==> config.mk <==
export PLATFORM = sky130hd
export DESIGN_NAME = cdc_acm_control_and_rx_fifo
export DESIGN_NICKNAME = d
export VERILOG_FILES = /design/src/acm_pkg.sv /design/src/acm_ctrl.sv /design/src/acm_rxfifo.sv /design/src/cdc_acm_control_and_rx_fifo.sv
export SDC_FILE = /design/constraint.sdc
export NUM_CORES = 2
export LEC_CHECK = 0
export ABC_AREA = 1
export BUFFER_PORTS_ARGS = -buffer_cell sky130_fd_sc_hd__clkbuf_2
export CELL_PAD_IN_SITES_DETAIL_PLACEMENT = 1
export CELL_PAD_IN_SITES_GLOBAL_PLACEMENT = 1
export CORE_AREA = 2 2 479 481
export DETAILED_ROUTE_END_ITERATION = 8
export DIE_AREA = 0 0 481 483
export PLACE_DENSITY_LB_ADDON = 0.1
export RECOVER_POWER = 100
export SETUP_SLACK_MARGIN = 0.2
export SYNTH_ARGS = -nofsm -noshare
export SYNTH_HDL_FRONTEND = slang
export SYNTH_HIERARCHICAL = 1
export SYNTH_SLANG_ARGS = --single-unit
==> constraint.sdc <==
create_clock -name i_clk -period 7.8 [get_ports i_clk]
set_input_delay 1.17 -clock i_clk [delete_from_list [all_inputs] [get_ports i_clk]]
set_output_delay 1.17 -clock i_clk [all_outputs]
set_load 0.03 [all_outputs]
==> src/acm_pkg.sv <==
// acm_pkg: shared types, constants and ring-pointer helpers for the CDC ACM
// control and receive FIFO block. No dependencies.

package acm_pkg;

    // Receive ring buffer sizing
    localparam int BUFFER_DEPTH = 256;
    localparam int HIGH_MARK    = 64;
    localparam int PTR_W        = $clog2(BUFFER_DEPTH);

    // APB register map
    localparam int APB_AW         = 3;
    localparam int APB_DW         = 32;
    localparam int CTRL_IF_W      = 4;
    localparam bit REG_CTRL_IF_WD = 1'b0;   // word index of control_interface

    // Operation codes
    localparam logic [2:0] OP_SETUP = 3'd0;
    localparam logic [2:0] OP_CDATA = 3'd1;
    localparam logic [2:0] OP_BULK  = 3'd2;
    localparam logic [2:0] OP_POP   = 3'd3;
    localparam logic [2:0] OP_PEEK  = 3'd4;

    // Class request signatures {bmRequestType, bRequest}
    localparam logic [15:0] SIG_SET_CODING = 16'h2120;
    localparam logic [15:0] SIG_SET_STATE  = 16'h2122;
    localparam logic [15:0] SIG_GET_CODING = 16'hA121;
    localparam logic [31:0] TOUCH_BAUD     = 32'd1200;

    // Reply kinds
    localparam logic [1:0] REPLY_NONE   = 2'd0;
    localparam logic [1:0] REPLY_STATUS = 2'd1;
    localparam logic [1:0] REPLY_CODING = 2'd2;

    typedef struct packed {
        logic [2:0]  operation;
        logic [7:0]  request_type;
        logic [7:0]  request_code;
        logic [7:0]  value_low;
        logic [7:0]  index_low;
        logic [7:0]  target;
        logic [31:0] rate;
        logic [7:0]  char_format;
        logic [7:0]  parity_code;
        logic [7:0]  data_bit_count;
        logic [7:0]  data_byte;
        logic        last_in_packet;
    } t_in_item;

    typedef struct packed {
        logic        accepted;
        logic [1:0]  reply_kind;
        logic [31:0] reply_rate;
        logic [7:0]  reply_char_format;
        logic [7:0]  reply_parity;
        logic [7:0]  reply_data_bits;
        logic [7:0]  read_byte;
        logic        read_valid;
        logic        halt_rx;
        logic        resume_rx;
        logic        enter_bootloader;
        logic [7:0]  fill_count;
    } t_out_item;

    // Control-request side result
    typedef struct packed {
        logic        accepted;
        logic [1:0]  reply_kind;
        logic [31:0] reply_rate;
        logic [7:0]  reply_char_format;
        logic [7:0]  reply_parity;
        logic [7:0]  reply_data_bits;
        logic        enter_bootloader;
    } t_ctrl_res;

    // Receive FIFO side result
    typedef struct packed {
        logic        accepted;
        logic [7:0]  read_byte;
        logic        read_valid;
        logic        halt_rx;
        logic        resume_rx;
        logic [7:0]  fill_count;
    } t_fifo_res;

    // Advance a ring pointer by one
    function automatic logic [PTR_W-1:0] ptr_inc(input logic [PTR_W-1:0] p);
        ptr_inc = (p == PTR_W'(BUFFER_DEPTH - 1)) ? '0 : p + 1'b1;
    endfunction

    // (a - b) mod BUFFER_DEPTH
    function automatic logic [PTR_W-1:0] ring_dist(input logic [PTR_W-1:0] a,
                                                   input logic [PTR_W-1:0] b);
        logic [PTR_W:0] wide;
        wide = {1'b0, a} + ((a >= b) ? '0 : (PTR_W+1)'(BUFFER_DEPTH)) - {1'b0, b};
        ring_dist = wide[PTR_W-1:0];
    endfunction

endpackage

==> src/acm_ctrl.sv <==
// acm_ctrl: class request decode and line coding storage.
// Depends on acm_pkg.

module acm_ctrl (
    input  logic                                i_clk,
    input  logic                                i_rst_n,
    input  logic                                i_fire,
    input  acm_pkg::t_in_item                   i_item,
    input  logic [acm_pkg::CTRL_IF_W-1:0]       i_ctrl_if,
    output acm_pkg::t_ctrl_res                  o_res
);
    import acm_pkg::*;

    logic [31:0] r_baud;
    logic [7:0]  r_stop;
    logic [7:0]  r_parity;
    logic [7:0]  r_dbits;
    logic        r_pending;

    logic [15:0] sig;
    logic        setup_hit;
    logic        data_hit;
    logic        touch;

    assign sig       = {i_item.request_type, i_item.request_code};
    assign setup_hit = (i_item.operation == OP_SETUP) &&
                       (i_item.index_low == 8'(i_ctrl_if));
    assign data_hit  = (i_item.operation == OP_CDATA) &&
                       (i_item.target == 8'(i_ctrl_if)) && r_pending;
    assign touch     = (r_baud == TOUCH_BAUD);

    always_comb begin
        o_res = '0;
        if (setup_hit) begin
            unique case (sig)
                SIG_SET_CODING: begin
                    o_res.accepted = 1'b1;
                end
                SIG_SET_STATE: begin
                    o_res.accepted         = 1'b1;
                    o_res.reply_kind       = REPLY_STATUS;
                    o_res.enter_bootloader = (i_item.value_low == 8'd0) && touch;
                end
                SIG_GET_CODING: begin
                    o_res.accepted          = 1'b1;
                    o_res.reply_kind        = REPLY_CODING;
                    o_res.reply_rate        = r_baud;
                    o_res.reply_char_format = r_stop;
                    o_res.reply_parity      = r_parity;
                    o_res.reply_data_bits   = r_dbits;
                end
                default: ;
            endcase
        end else if (data_hit) begin
            o_res.accepted         = 1'b1;
            o_res.reply_kind       = REPLY_STATUS;
            o_res.enter_bootloader = (i_item.rate == 32'd0) && touch;
        end
    end

    // Line state only feeds the touch check, which uses the incoming value,
    // so it is not kept.
    always_ff @(posedge i_clk) begin
        if (!i_rst_n) begin
            r_baud    <= '0;
            r_stop    <= '0;
            r_parity  <= '0;
            r_dbits   <= '0;
            r_pending <= 1'b0;
        end else if (i_fire) begin
            if (setup_hit && sig == SIG_SET_CODING) begin
                r_pending <= 1'b1;
            end
            if (data_hit) begin
                r_baud   <= i_item.rate;
                r_stop   <= i_item.char_format;
                r_parity <= i_item.parity_code;
                r_dbits  <= i_item.data_bit_count;
            end
        end
    end

endmodule

==> src/acm_rxfifo.sv <==
// acm_rxfifo: bulk OUT receive ring buffer with halt/resume flow control.
// Depends on acm_pkg.

module acm_rxfifo (
    input  logic               i_clk,
    input  logic               i_rst_n,
    input  logic               i_fire,
    input  acm_pkg::t_in_item  i_item,
    output acm_pkg::t_fifo_res o_res
);
    import acm_pkg::*;

    logic [7:0]       mem [BUFFER_DEPTH];
    logic [7:0]       r_mem_q;
    logic             r_byp;
    logic [7:0]       r_byp_data;
    logic [PTR_W-1:0] r_wp;
    logic [PTR_W-1:0] r_rp;
    logic [PTR_W-1:0] n_wp;
    logic [PTR_W-1:0] n_rp;

    logic [PTR_W-1:0] wp_inc;
    logic [PTR_W-1:0] rp_inc;
    logic             empty;
    logic             is_bulk;
    logic             is_pop;
    logic             is_look;
    logic             wr_en;
    logic [7:0]       head;

    assign wp_inc  = ptr_inc(r_wp);
    assign rp_inc  = ptr_inc(r_rp);
    assign empty   = (r_wp == r_rp);
    assign is_bulk = (i_item.operation == OP_BULK);
    assign is_pop  = (i_item.operation == OP_POP);
    assign is_look = is_pop || (i_item.operation == OP_PEEK);
    assign wr_en   = i_fire && is_bulk && (wp_inc != r_rp);
    assign head    = r_byp ? r_byp_data : r_mem_q;

    // head always holds the entry at r_rp (bypass covers write-then-read)
    assign n_wp = wr_en ? wp_inc : r_wp;
    assign n_rp = (i_fire && is_pop && !empty) ? rp_inc : r_rp;

    always_comb begin
        o_res = '0;
        if (is_bulk) begin
            o_res.accepted = 1'b1;
            o_res.halt_rx  = i_item.last_in_packet && (n_wp != r_rp) &&
                             (ring_dist(r_rp, n_wp) < PTR_W'(HIGH_MARK));
        end else if (is_look && !empty) begin
            o_res.accepted   = 1'b1;
            o_res.read_valid = 1'b1;
            o_res.read_byte  = head;
            if (is_pop) begin
                o_res.resume_rx = (r_wp == rp_inc) ||
                                  (ring_dist(rp_inc, r_wp) >= PTR_W'(HIGH_MARK));
            end
        end
        o_res.fill_count = 8'(ring_dist(n_wp, n_rp));
    end

    always_ff @(posedge i_clk) begin
        if (wr_en) begin
            mem[r_wp] <= i_item.data_byte;
        end
        r_mem_q    <= mem[n_rp];
        r_byp_data <= i_item.data_byte;
    end

    always_ff @(posedge i_clk) begin
        if (!i_rst_n) begin
            r_wp  <= '0;
            r_rp  <= '0;
            r_byp <= 1'b0;
        end else begin
            r_wp  <= n_wp;
            r_rp  <= n_rp;
            r_byp <= wr_en && (r_wp == n_rp);
        end
    end

endmodule

==> src/cdc_acm_control_and_rx_fifo.sv <==
// cdc_acm_control_and_rx_fifo: top level of the CDC ACM function-side block.
// Depends on acm_pkg, acm_ctrl and acm_rxfifo.
//
//   Channel   Direction  Handshake                 Payload
//   in        sink       i_in_valid / o_in_ready   i_in_data  (t_in_item)
//   out       source     o_out_valid / i_out_ready o_out_data (t_out_item)
//   apb cfg   slave      psel/penable/pready       control_interface at 0x0
//
// One transfer in, one transfer out. An item passes the input register,
// then one pass of decode and pointer logic into the output register.
// Throughput is one item per cycle while the output is not stalled; the
// buffer's single write and single registered read per cycle set that figure.
// A stalled output holds the pipeline; the input register still takes one
// transfer while the output waits. Reset is synchronous, active low, and
// clears pointers, line coding and the pending flag; buffer contents are
// not cleared.

module cdc_acm_control_and_rx_fifo (
    input  logic                          i_clk,
    input  logic                          i_rst_n,
    // item channel
    input  logic                          i_in_valid,
    output logic                          o_in_ready,
    input  acm_pkg::t_in_item             i_in_data,
    // result channel
    output logic                          o_out_valid,
    input  logic                          i_out_ready,
    output acm_pkg::t_out_item            o_out_data,
    // APB configuration
    input  logic                          psel,
    input  logic                          penable,
    input  logic                          pwrite,
    input  logic [acm_pkg::APB_AW-1:0]    paddr,
    input  logic [acm_pkg::APB_DW-1:0]    pwdata,
    output logic [acm_pkg::APB_DW-1:0]    prdata,
    output logic                          pready
);
    import acm_pkg::*;

    // input stage
    logic      r_in_valid;
    t_in_item  r_in;
    // output stage
    logic      r_out_valid;
    t_out_item r_out;
    t_out_item n_out;
    // config
    logic [CTRL_IF_W-1:0] r_ctrl_if;

    logic      fire;
    logic      reg_hit;
    t_ctrl_res ctrl_res;
    t_fifo_res fifo_res;

    // Process the held item when the output register is free or draining.
    assign fire       = r_in_valid && (!r_out_valid || i_out_ready);
    assign o_in_ready = !r_in_valid || fire;

    // APB: one register, byte offset ignored
    assign pready  = 1'b1;
    assign reg_hit = (paddr[APB_AW-1] == REG_CTRL_IF_WD);
    assign prdata  = reg_hit ? APB_DW'(r_ctrl_if) : '0;

    always_ff @(posedge i_clk) begin
        if (!i_rst_n) begin
            r_ctrl_if <= '0;
        end else if (psel && penable && pwrite && pready && reg_hit) begin
            r_ctrl_if <= pwdata[CTRL_IF_W-1:0];
        end
    end

    acm_ctrl u_ctrl (
        .i_clk     (i_clk),
        .i_rst_n   (i_rst_n),
        .i_fire    (fire),
        .i_item    (r_in),
        .i_ctrl_if (r_ctrl_if),
        .o_res     (ctrl_res)
    );

    acm_rxfifo u_rxfifo (
        .i_clk   (i_clk),
        .i_rst_n (i_rst_n),
        .i_fire  (fire),
        .i_item  (r_in),
        .o_res   (fifo_res)
    );

    // Accepted is ORed; other fields each come from the side that owns them.
    always_comb begin
        n_out                   = '0;
        n_out.accepted          = ctrl_res.accepted | fifo_res.accepted;
        n_out.reply_kind        = ctrl_res.reply_kind;
        n_out.reply_rate        = ctrl_res.reply_rate;
        n_out.reply_char_format = ctrl_res.reply_char_format;
        n_out.reply_parity      = ctrl_res.reply_parity;
        n_out.reply_data_bits   = ctrl_res.reply_data_bits;
        n_out.enter_bootloader  = ctrl_res.enter_bootloader;
        n_out.read_byte         = fifo_res.read_byte;
        n_out.read_valid        = fifo_res.read_valid;
        n_out.halt_rx           = fifo_res.halt_rx;
        n_out.resume_rx         = fifo_res.resume_rx;
        n_out.fill_count        = fifo_res.fill_count;
    end

    always_ff @(posedge i_clk) begin
        if (!i_rst_n) begin
            r_in_valid  <= 1'b0;
            r_out_valid <= 1'b0;
        end else begin
            if (o_in_ready) begin
                r_in_valid <= i_in_valid;
            end
            if (fire) begin
                r_out_valid <= 1'b1;
            end else if (i_out_ready) begin
                r_out_valid <= 1'b0;
            end
        end
    end

    // payload registers, no reset
    always_ff @(posedge i_clk) begin
        if (o_in_ready && i_in_valid) begin
            r_in <= i_in_data;
        end
        if (fire) begin
            r_out <= n_out;
        end
    end

    assign o_out_valid = r_out_valid;
    assign o_out_data  = r_out;

endmodule

==> After elaboration in Yosys (flattened, before gate mapping) <==
Memory sizes are Yosys's and may differ from the RTL's. A register that Yosys moved wholly into a read port is not among the register bits.
Index checks and enable logic that the tools add are counted.
{ "word_totals": {"ram_bits": 2048, "reg_bits": 275, "memories": 1} }
{ "op_classes": {"n_reduce_logical": 36, "n_eq_ne": 17, "bitwise_logic": 4, "n_addsub": 8, "magnitude_cmp": 2, "mux": 19} }
{ "memory_table": {"columns": ["name", "words", "width", "rd", "rd_ports_with_merged_regs", "write_ports", "line_no", "text"], "rows": [
  ["u_rxfifo.mem", 256, 8, 1, 1, 1, "acm_rxfifo.sv:13", "logic [7:0] mem [BUFFER_DEPTH];"]
]} }
{ "op_table": {"columns": ["op", "n"], "rows": [
  ["2-to-1 mux 8 bit", 5],
  ["equality test 16 x 14 -> 1 bit, second input constant", 2],
  ["equality test 32 x 11 -> 1 bit, second input constant", 1],
  ["logical NOT 32 bit", 1],
  ["adder 8 bit, second input constant", 3],
  ["equality test 8 bit", 3],
  ["subtractor 8 bit", 3],
  ["logical AND 1 bit", 19],
  ["adder 8 x 1 -> 8 bit, second input constant", 2],
  ["equality test 16 bit, second input constant", 1],
  ["equality test 8 x 4 -> 1 bit", 2],
  ["equality test 8 bit, second input constant", 2],
  ["!= test 8 bit", 2],
  ["2-to-1 mux 10 bit", 1],
  ["2-to-1 mux 1 bit", 9],
  ["greater-or-equal comparator 8 x 7 -> 1 bit, second input constant", 1],
  ["logical NOT 8 bit", 1],
  ["less-than comparator 8 x 7 -> 1 bit, second input constant", 1],
  ["equality test 3 x 2 -> 1 bit, second input constant", 2],
  ["2-to-1 mux 3 bit", 2],
  ["AND reduction 2 bit", 3],
  ["OR reduction 3 bit", 2],
  ["logical OR 1 bit", 4],
  ["2-to-1 mux 4 bit", 1],
  ["9 further kinds", 13]
]} }

==> Logic depth before layout (Yosys ltp) <==
{ "depth": {"word_depth": 9, "mapped_depth": 26, "mapped_depth_nobuf": 25} }

==> By module <==
The synthesis kept the hierarchy.
{ "by_module_without_submodules": {"columns": ["mod", "instances", "seq_area_each_um2", "area_each_um2", "cells_per_inst"], "rows": [
  ["acm_rxfifo", 1, 62159.6, 91928.2, 9011],
  ["cdc_acm_control_and_rx_fifo", 1, 5735.5, 6155.9, 270],
  ["acm_ctrl", 1, 1141.1, 3554.7, 601]
]} }

==> Worst setup path after synthesis <==
OpenSTA, ideal clock, no wires.
{ "synth_timing": {"kind": "input-to-reg", "startpoint": "in i_out_ready", "endpoint": "reg r_out, in the netlist o_out_data[6], data pin", "path_buffers": 3, "required_time_ns": 7.543, "path_stages": 20, "slack_ns": -0.331, "arrival_time_ns": 7.873, "cell_sequence": "inv_1 a21oi_1 inv_1 nor2_1 nand2_4 inv_1 buf_2 nand2_1 o21ai_2 inv_2 buf_2 buf_2 ha_1 a21oi_1 inv_1 a31oi_1 nor2_1 o21ai_0 nand2_1 xor2_1"} }
{ "synth_lines": {"columns": ["element", "line_no", "text"], "rows": [
  ["from (decl)", "cdc_acm_control_and_rx_fifo.sv:27", "input logic i_out_ready,"],
  ["to (signal assigned)", "cdc_acm_control_and_rx_fifo.sv:128", "r_out <= n_out;"],
  ["to (decl)", "cdc_acm_control_and_rx_fifo.sv:45", "t_out_item r_out;"]
]} }

==> Worst setup path in the final report <==
{ "layout_timing": {"startpoint": "reg r_in[2] (netlist bit)", "endpoint": "mem u_rxfifo.mem[134][1], data pin"} }
{ "layout_lines": {"columns": ["element", "line_no", "text"], "rows": [
  ["from (decl)", "cdc_acm_control_and_rx_fifo.sv:42", "t_in_item r_in;"],
  ["from (signal assigned)", "cdc_acm_control_and_rx_fifo.sv:125", "r_in <= i_in_data;"],
  ["to (decl)", "acm_rxfifo.sv:13", null]
]} }
Straight into the memory's write port.

==> results.tsv <==
stage	metric	value	unit
finish	layout net count	10200	
clock_network	CTS tree	yes	
yosys	dominant synthesized flop cell	edfxtp_1	
finish	area of the multi-input gates	23700	µm²
status	outcome	complete, but fails checks	
clock_network	Clock Latency Late Sink	0.91	ns
pwr	sw frac	20.7	%
global_route	initial antenna violation count	10	
yosys	Yosys cell types	46	
finish	Final Instance Area	113000	µm²
clock_network	Root Buffer	clkbuf_16	
floorplanning	chip width	481	µm
drt	drt wl/cell	23.2	µm
place	Cells after DPL	12700	
pwr	P_leak	0.0462	µW
clock_network	CTS HTree Levels	5	
critical_path	worst path cell trace	clkbuf_1, clkbuf_2	
yosys	Syn. warnings	6	
yosys	synth top area cells	edfxtp_1, nand2_1, nand3_1	
global_route	vias in the first global route	73200	
floorplanning	die area	232000	µm²
finish	Fill cells	24600	
yosys	syn_area_per_cell	10.3	µm²
timing	worst clock skew	0.0444	ns
yosys	number of synthesized flops with an enable pin	2235	
drt	post-DR vias/cell	5.32	
timing	RSZ-0062 raised after global routing	false	
clock_network	cts hold-fix bufs	0	
yosys	Mapped Cells	9882	
place	dpl ws	1.88	ns
timing	fin. max-slew vios	2346	
pwr	Clock Power Share	45.9	%
critical_path	Crit path arrival time	6.65	ns
drt	via count	70200	
global_route	Total GRT Usage	26.2	%
critical_path	Reg-to-Reg Start	r_in[2]	
pwr	combinational power share	2.2	%
floorplanning	Die H	483	µm
global_route	largest net degree at the start of global routing	161	
place	post-detail-place hpwl	179000	µm
pwr	sequential power share	51.9	%
global_route	first-pass GRT wire length	458000	µm
hold_path	Hold Startpoint	i_in_data[89]	
clock_network	maximum clock path buffer count	4	
place	placer's final routability congestion estimate	0.834	
finish	FF/Latch Area	69000	µm²
hold_path	Worst Hold End	r_in[89]	
pwr	Peak VDD IR	191	µV
critical_path	R2R setup slack	1.31	ns
global_route	total grt overflow	0	
clock_network	CTS clk-pin slew, worst paths	0.06	ns
timing	Hold Violations, Final	0	
drt	First DRT Iteration DRCs	5283	
floorplanning	I/O pins	264	
clock_network	Post-CTS Resized	0	
critical_path	Startpoint Class	register	
pwr	P per Cell Area	235	nW/µm²
critical_path	Worst Path Required	7.95	ns
pwr	net switching power	5510	µW
finish	Finished Layout Cells	13200	
timing	min cycle time layout	6.49	ns
clock_network	CTS Buf Count	278	
critical_path	depth of the most critical reg-to-reg path	2	
yosys	Seq/Total Area, Yosys	67.9	%
critical_path	crit-path max cell delay	2.82	ns
critical_path	reg-to-reg endpoint	u_rxfifo/mem[134][1]	
drt	ANT nets after route	0	
clock_network	# Post-CTS Setup Buffers	0	
drt	drt total wl	306000	µm
job	MaxCap Viol Count	34	
yosys	synthesized flop and latch total	2331	
status	failing checks	capacitance limit, slew limit	
finish	share of cells above drive strength 1	6.42	%
critical_path	Setup CP Type	reg2reg	
timing	hold_ws	0.431	ns
yosys	fraction of registers with async set/reset	0	%
yosys	Yosys top cell by area	edfxtp_1	
critical_path	Worst setup EP type	register	
floorplanning	row count	175	
clock_network	Sink Count	2331	
place	IO Port Bufs	204	
hold_path	hold depth	1	
yosys	top cells by count, synth	nand2_1, edfxtp_1, nand3_1	
timing	max frequency	154	MHz
yosys	Synth top area share	66.0	%
pwr	cell internal pwr	21200	µW
drt	post-route DRC violation count	0	
floorplanning	Initial Util	44.8	%
place	Post-DP Area	105000	µm²
yosys	top-count cell post-synth	nand2_1	
timing	Setup WS post-layout	1.31	ns
timing	max_slew headroom	-335	%
timing	setup_tns	0	ns
timing	final setup fails	0	
yosys	Synth Cell Area	102000	µm²
floorplanning	Core ar.	227000	µm²
hold_path	hold crit path type	in2reg	
finish	Area Growth Syn to Fin	11.6	%
critical_path	slowest stage cell, crit path	clkbuf_2	
timing	final worst-path cycle share	83.2	%
timing	Slew @ Worst Pin	6.52	ns
critical_path	crit path max fanout	140	
drt	DRT Pass-1 Iters	6	
registers in the layout, summed over array words and instances, names as in the netlist:
| name | count |
|---|---|
| u_ctrl/r_baud | 32 |
| u_ctrl/r_pending | 1 |
| u_rxfifo/r_mem_q | 8 |
| u_ctrl/r_dbits | 8 |
| o_out_data | 79 |
| u_rxfifo/r_rp | 8 |
| r_in | 108 |
| r_ctrl_if | 4 |
| r_in_valid | 1 |
| u_rxfifo/r_byp_data | 8 |
| o_out_valid | 1 |
| u_rxfifo/r_byp | 1 |
| u_ctrl/r_parity | 8 |
| u_rxfifo/r_wp | 8 |
| u_ctrl/r_stop | 8 |
| u_rxfifo/mem | 2048 |
area by class of cell:
| type | count | area share (%) |
|---|---|---|
| antenna | 3 | 0.00662 |
| clock buffer | 356 | 6.55 |
| clock inverter | 111 | 0.875 |
| inverter | 1632 | 5.42 |
| multi-input combinational | 5390 | 20.9 |
| sequential | 2331 | 60.9 |
| tap | 3009 | 3.32 |
| timing repair buffer | 359 | 2.08 |
worst max path at each step:
| stage | end | from | slack, ns |
|---|---|---|---|
| floorplan | o_out_data[6] | i_out_ready | 1.40 |
| finish | u_rxfifo/mem[134][1] | r_in[2] | 1.31 |
| global route | u_rxfifo/mem[143][7] | r_in[8] | 0.99 |
| detailed placement | u_rxfifo/r_mem_q[2] | i_out_ready | 1.88 |
| CTS | u_rxfifo/mem[250][2] | u_rxfifo/r_wp[0] | 2.31 |
| global placement | u_rxfifo/r_mem_q[6] | i_out_ready | 1.95 |
layout by cell type (no fill, tap or decap), drive strengths merged, types with 3 or more instances in the layout:
cell      count
a21oi        26
buf         113
bufinv       17
clkbuf      601
clkinv       85
clkinvlp      8
conb         29
dfxtp        96
diode         3
edfxtp     2235
ha           21
inv        1633
nand2      2740
nand3      1810
nand4        18
nor2        558
nor3          5
o211ai       48
o21ai        96
xnor2         7
xor2         13
stage by stage:
stage	util (%)	power, µW
finish	50.0	26700
global route	50.0	27400
CTS	50.2	26900
detailed placement	46.5	14700
global placement	46.5	14700
floorplan	-	14400
power groups by stage:
stage | registers, µW | logic, µW | clock network [µW]
6_report | 13900 | 592 | 12200
5_1_grt | 13900 | 639 | 12900
4_1_cts | 13800 | 615 | 12500
3_5_place_dp | 14100 | 613 | 0
3_3_place_gp | 14100 | 597 | 0
2_1_floorplan | 14200 | 208 | 0
layer usage:
layer / vias to the layer above / global-route usage [%] / wire (µm)
li1: 32400 / - / -
met1: 35400 / 34.4 / 128000
met2: 1852 / 43.9 / 149000
met3: 577 / 3.93 / 17100
met4: 4 / 9.99 / 12000
met5: - / 0 / 29
kinds of logic after synthesis:
group                      share of synthesized area [%]
DFF                                                 67.9
and+or+nand+nor                                     21.6
xor gates and xnor gates                           0.172
AOI/OAI and AO/OA                                   1.05
other                                            0.00739
buffers and inverters                               8.99
adders and majority gates                          0.298
critical path: cells and delay by family (launching register included):
| family | cells | cell delay [ns] |
|---|---|---|
| buf+inv | 2 | 5.23 |
| flops | 1 | 0.32 |
Note: power is estimated with default switching activity, not from simulation.
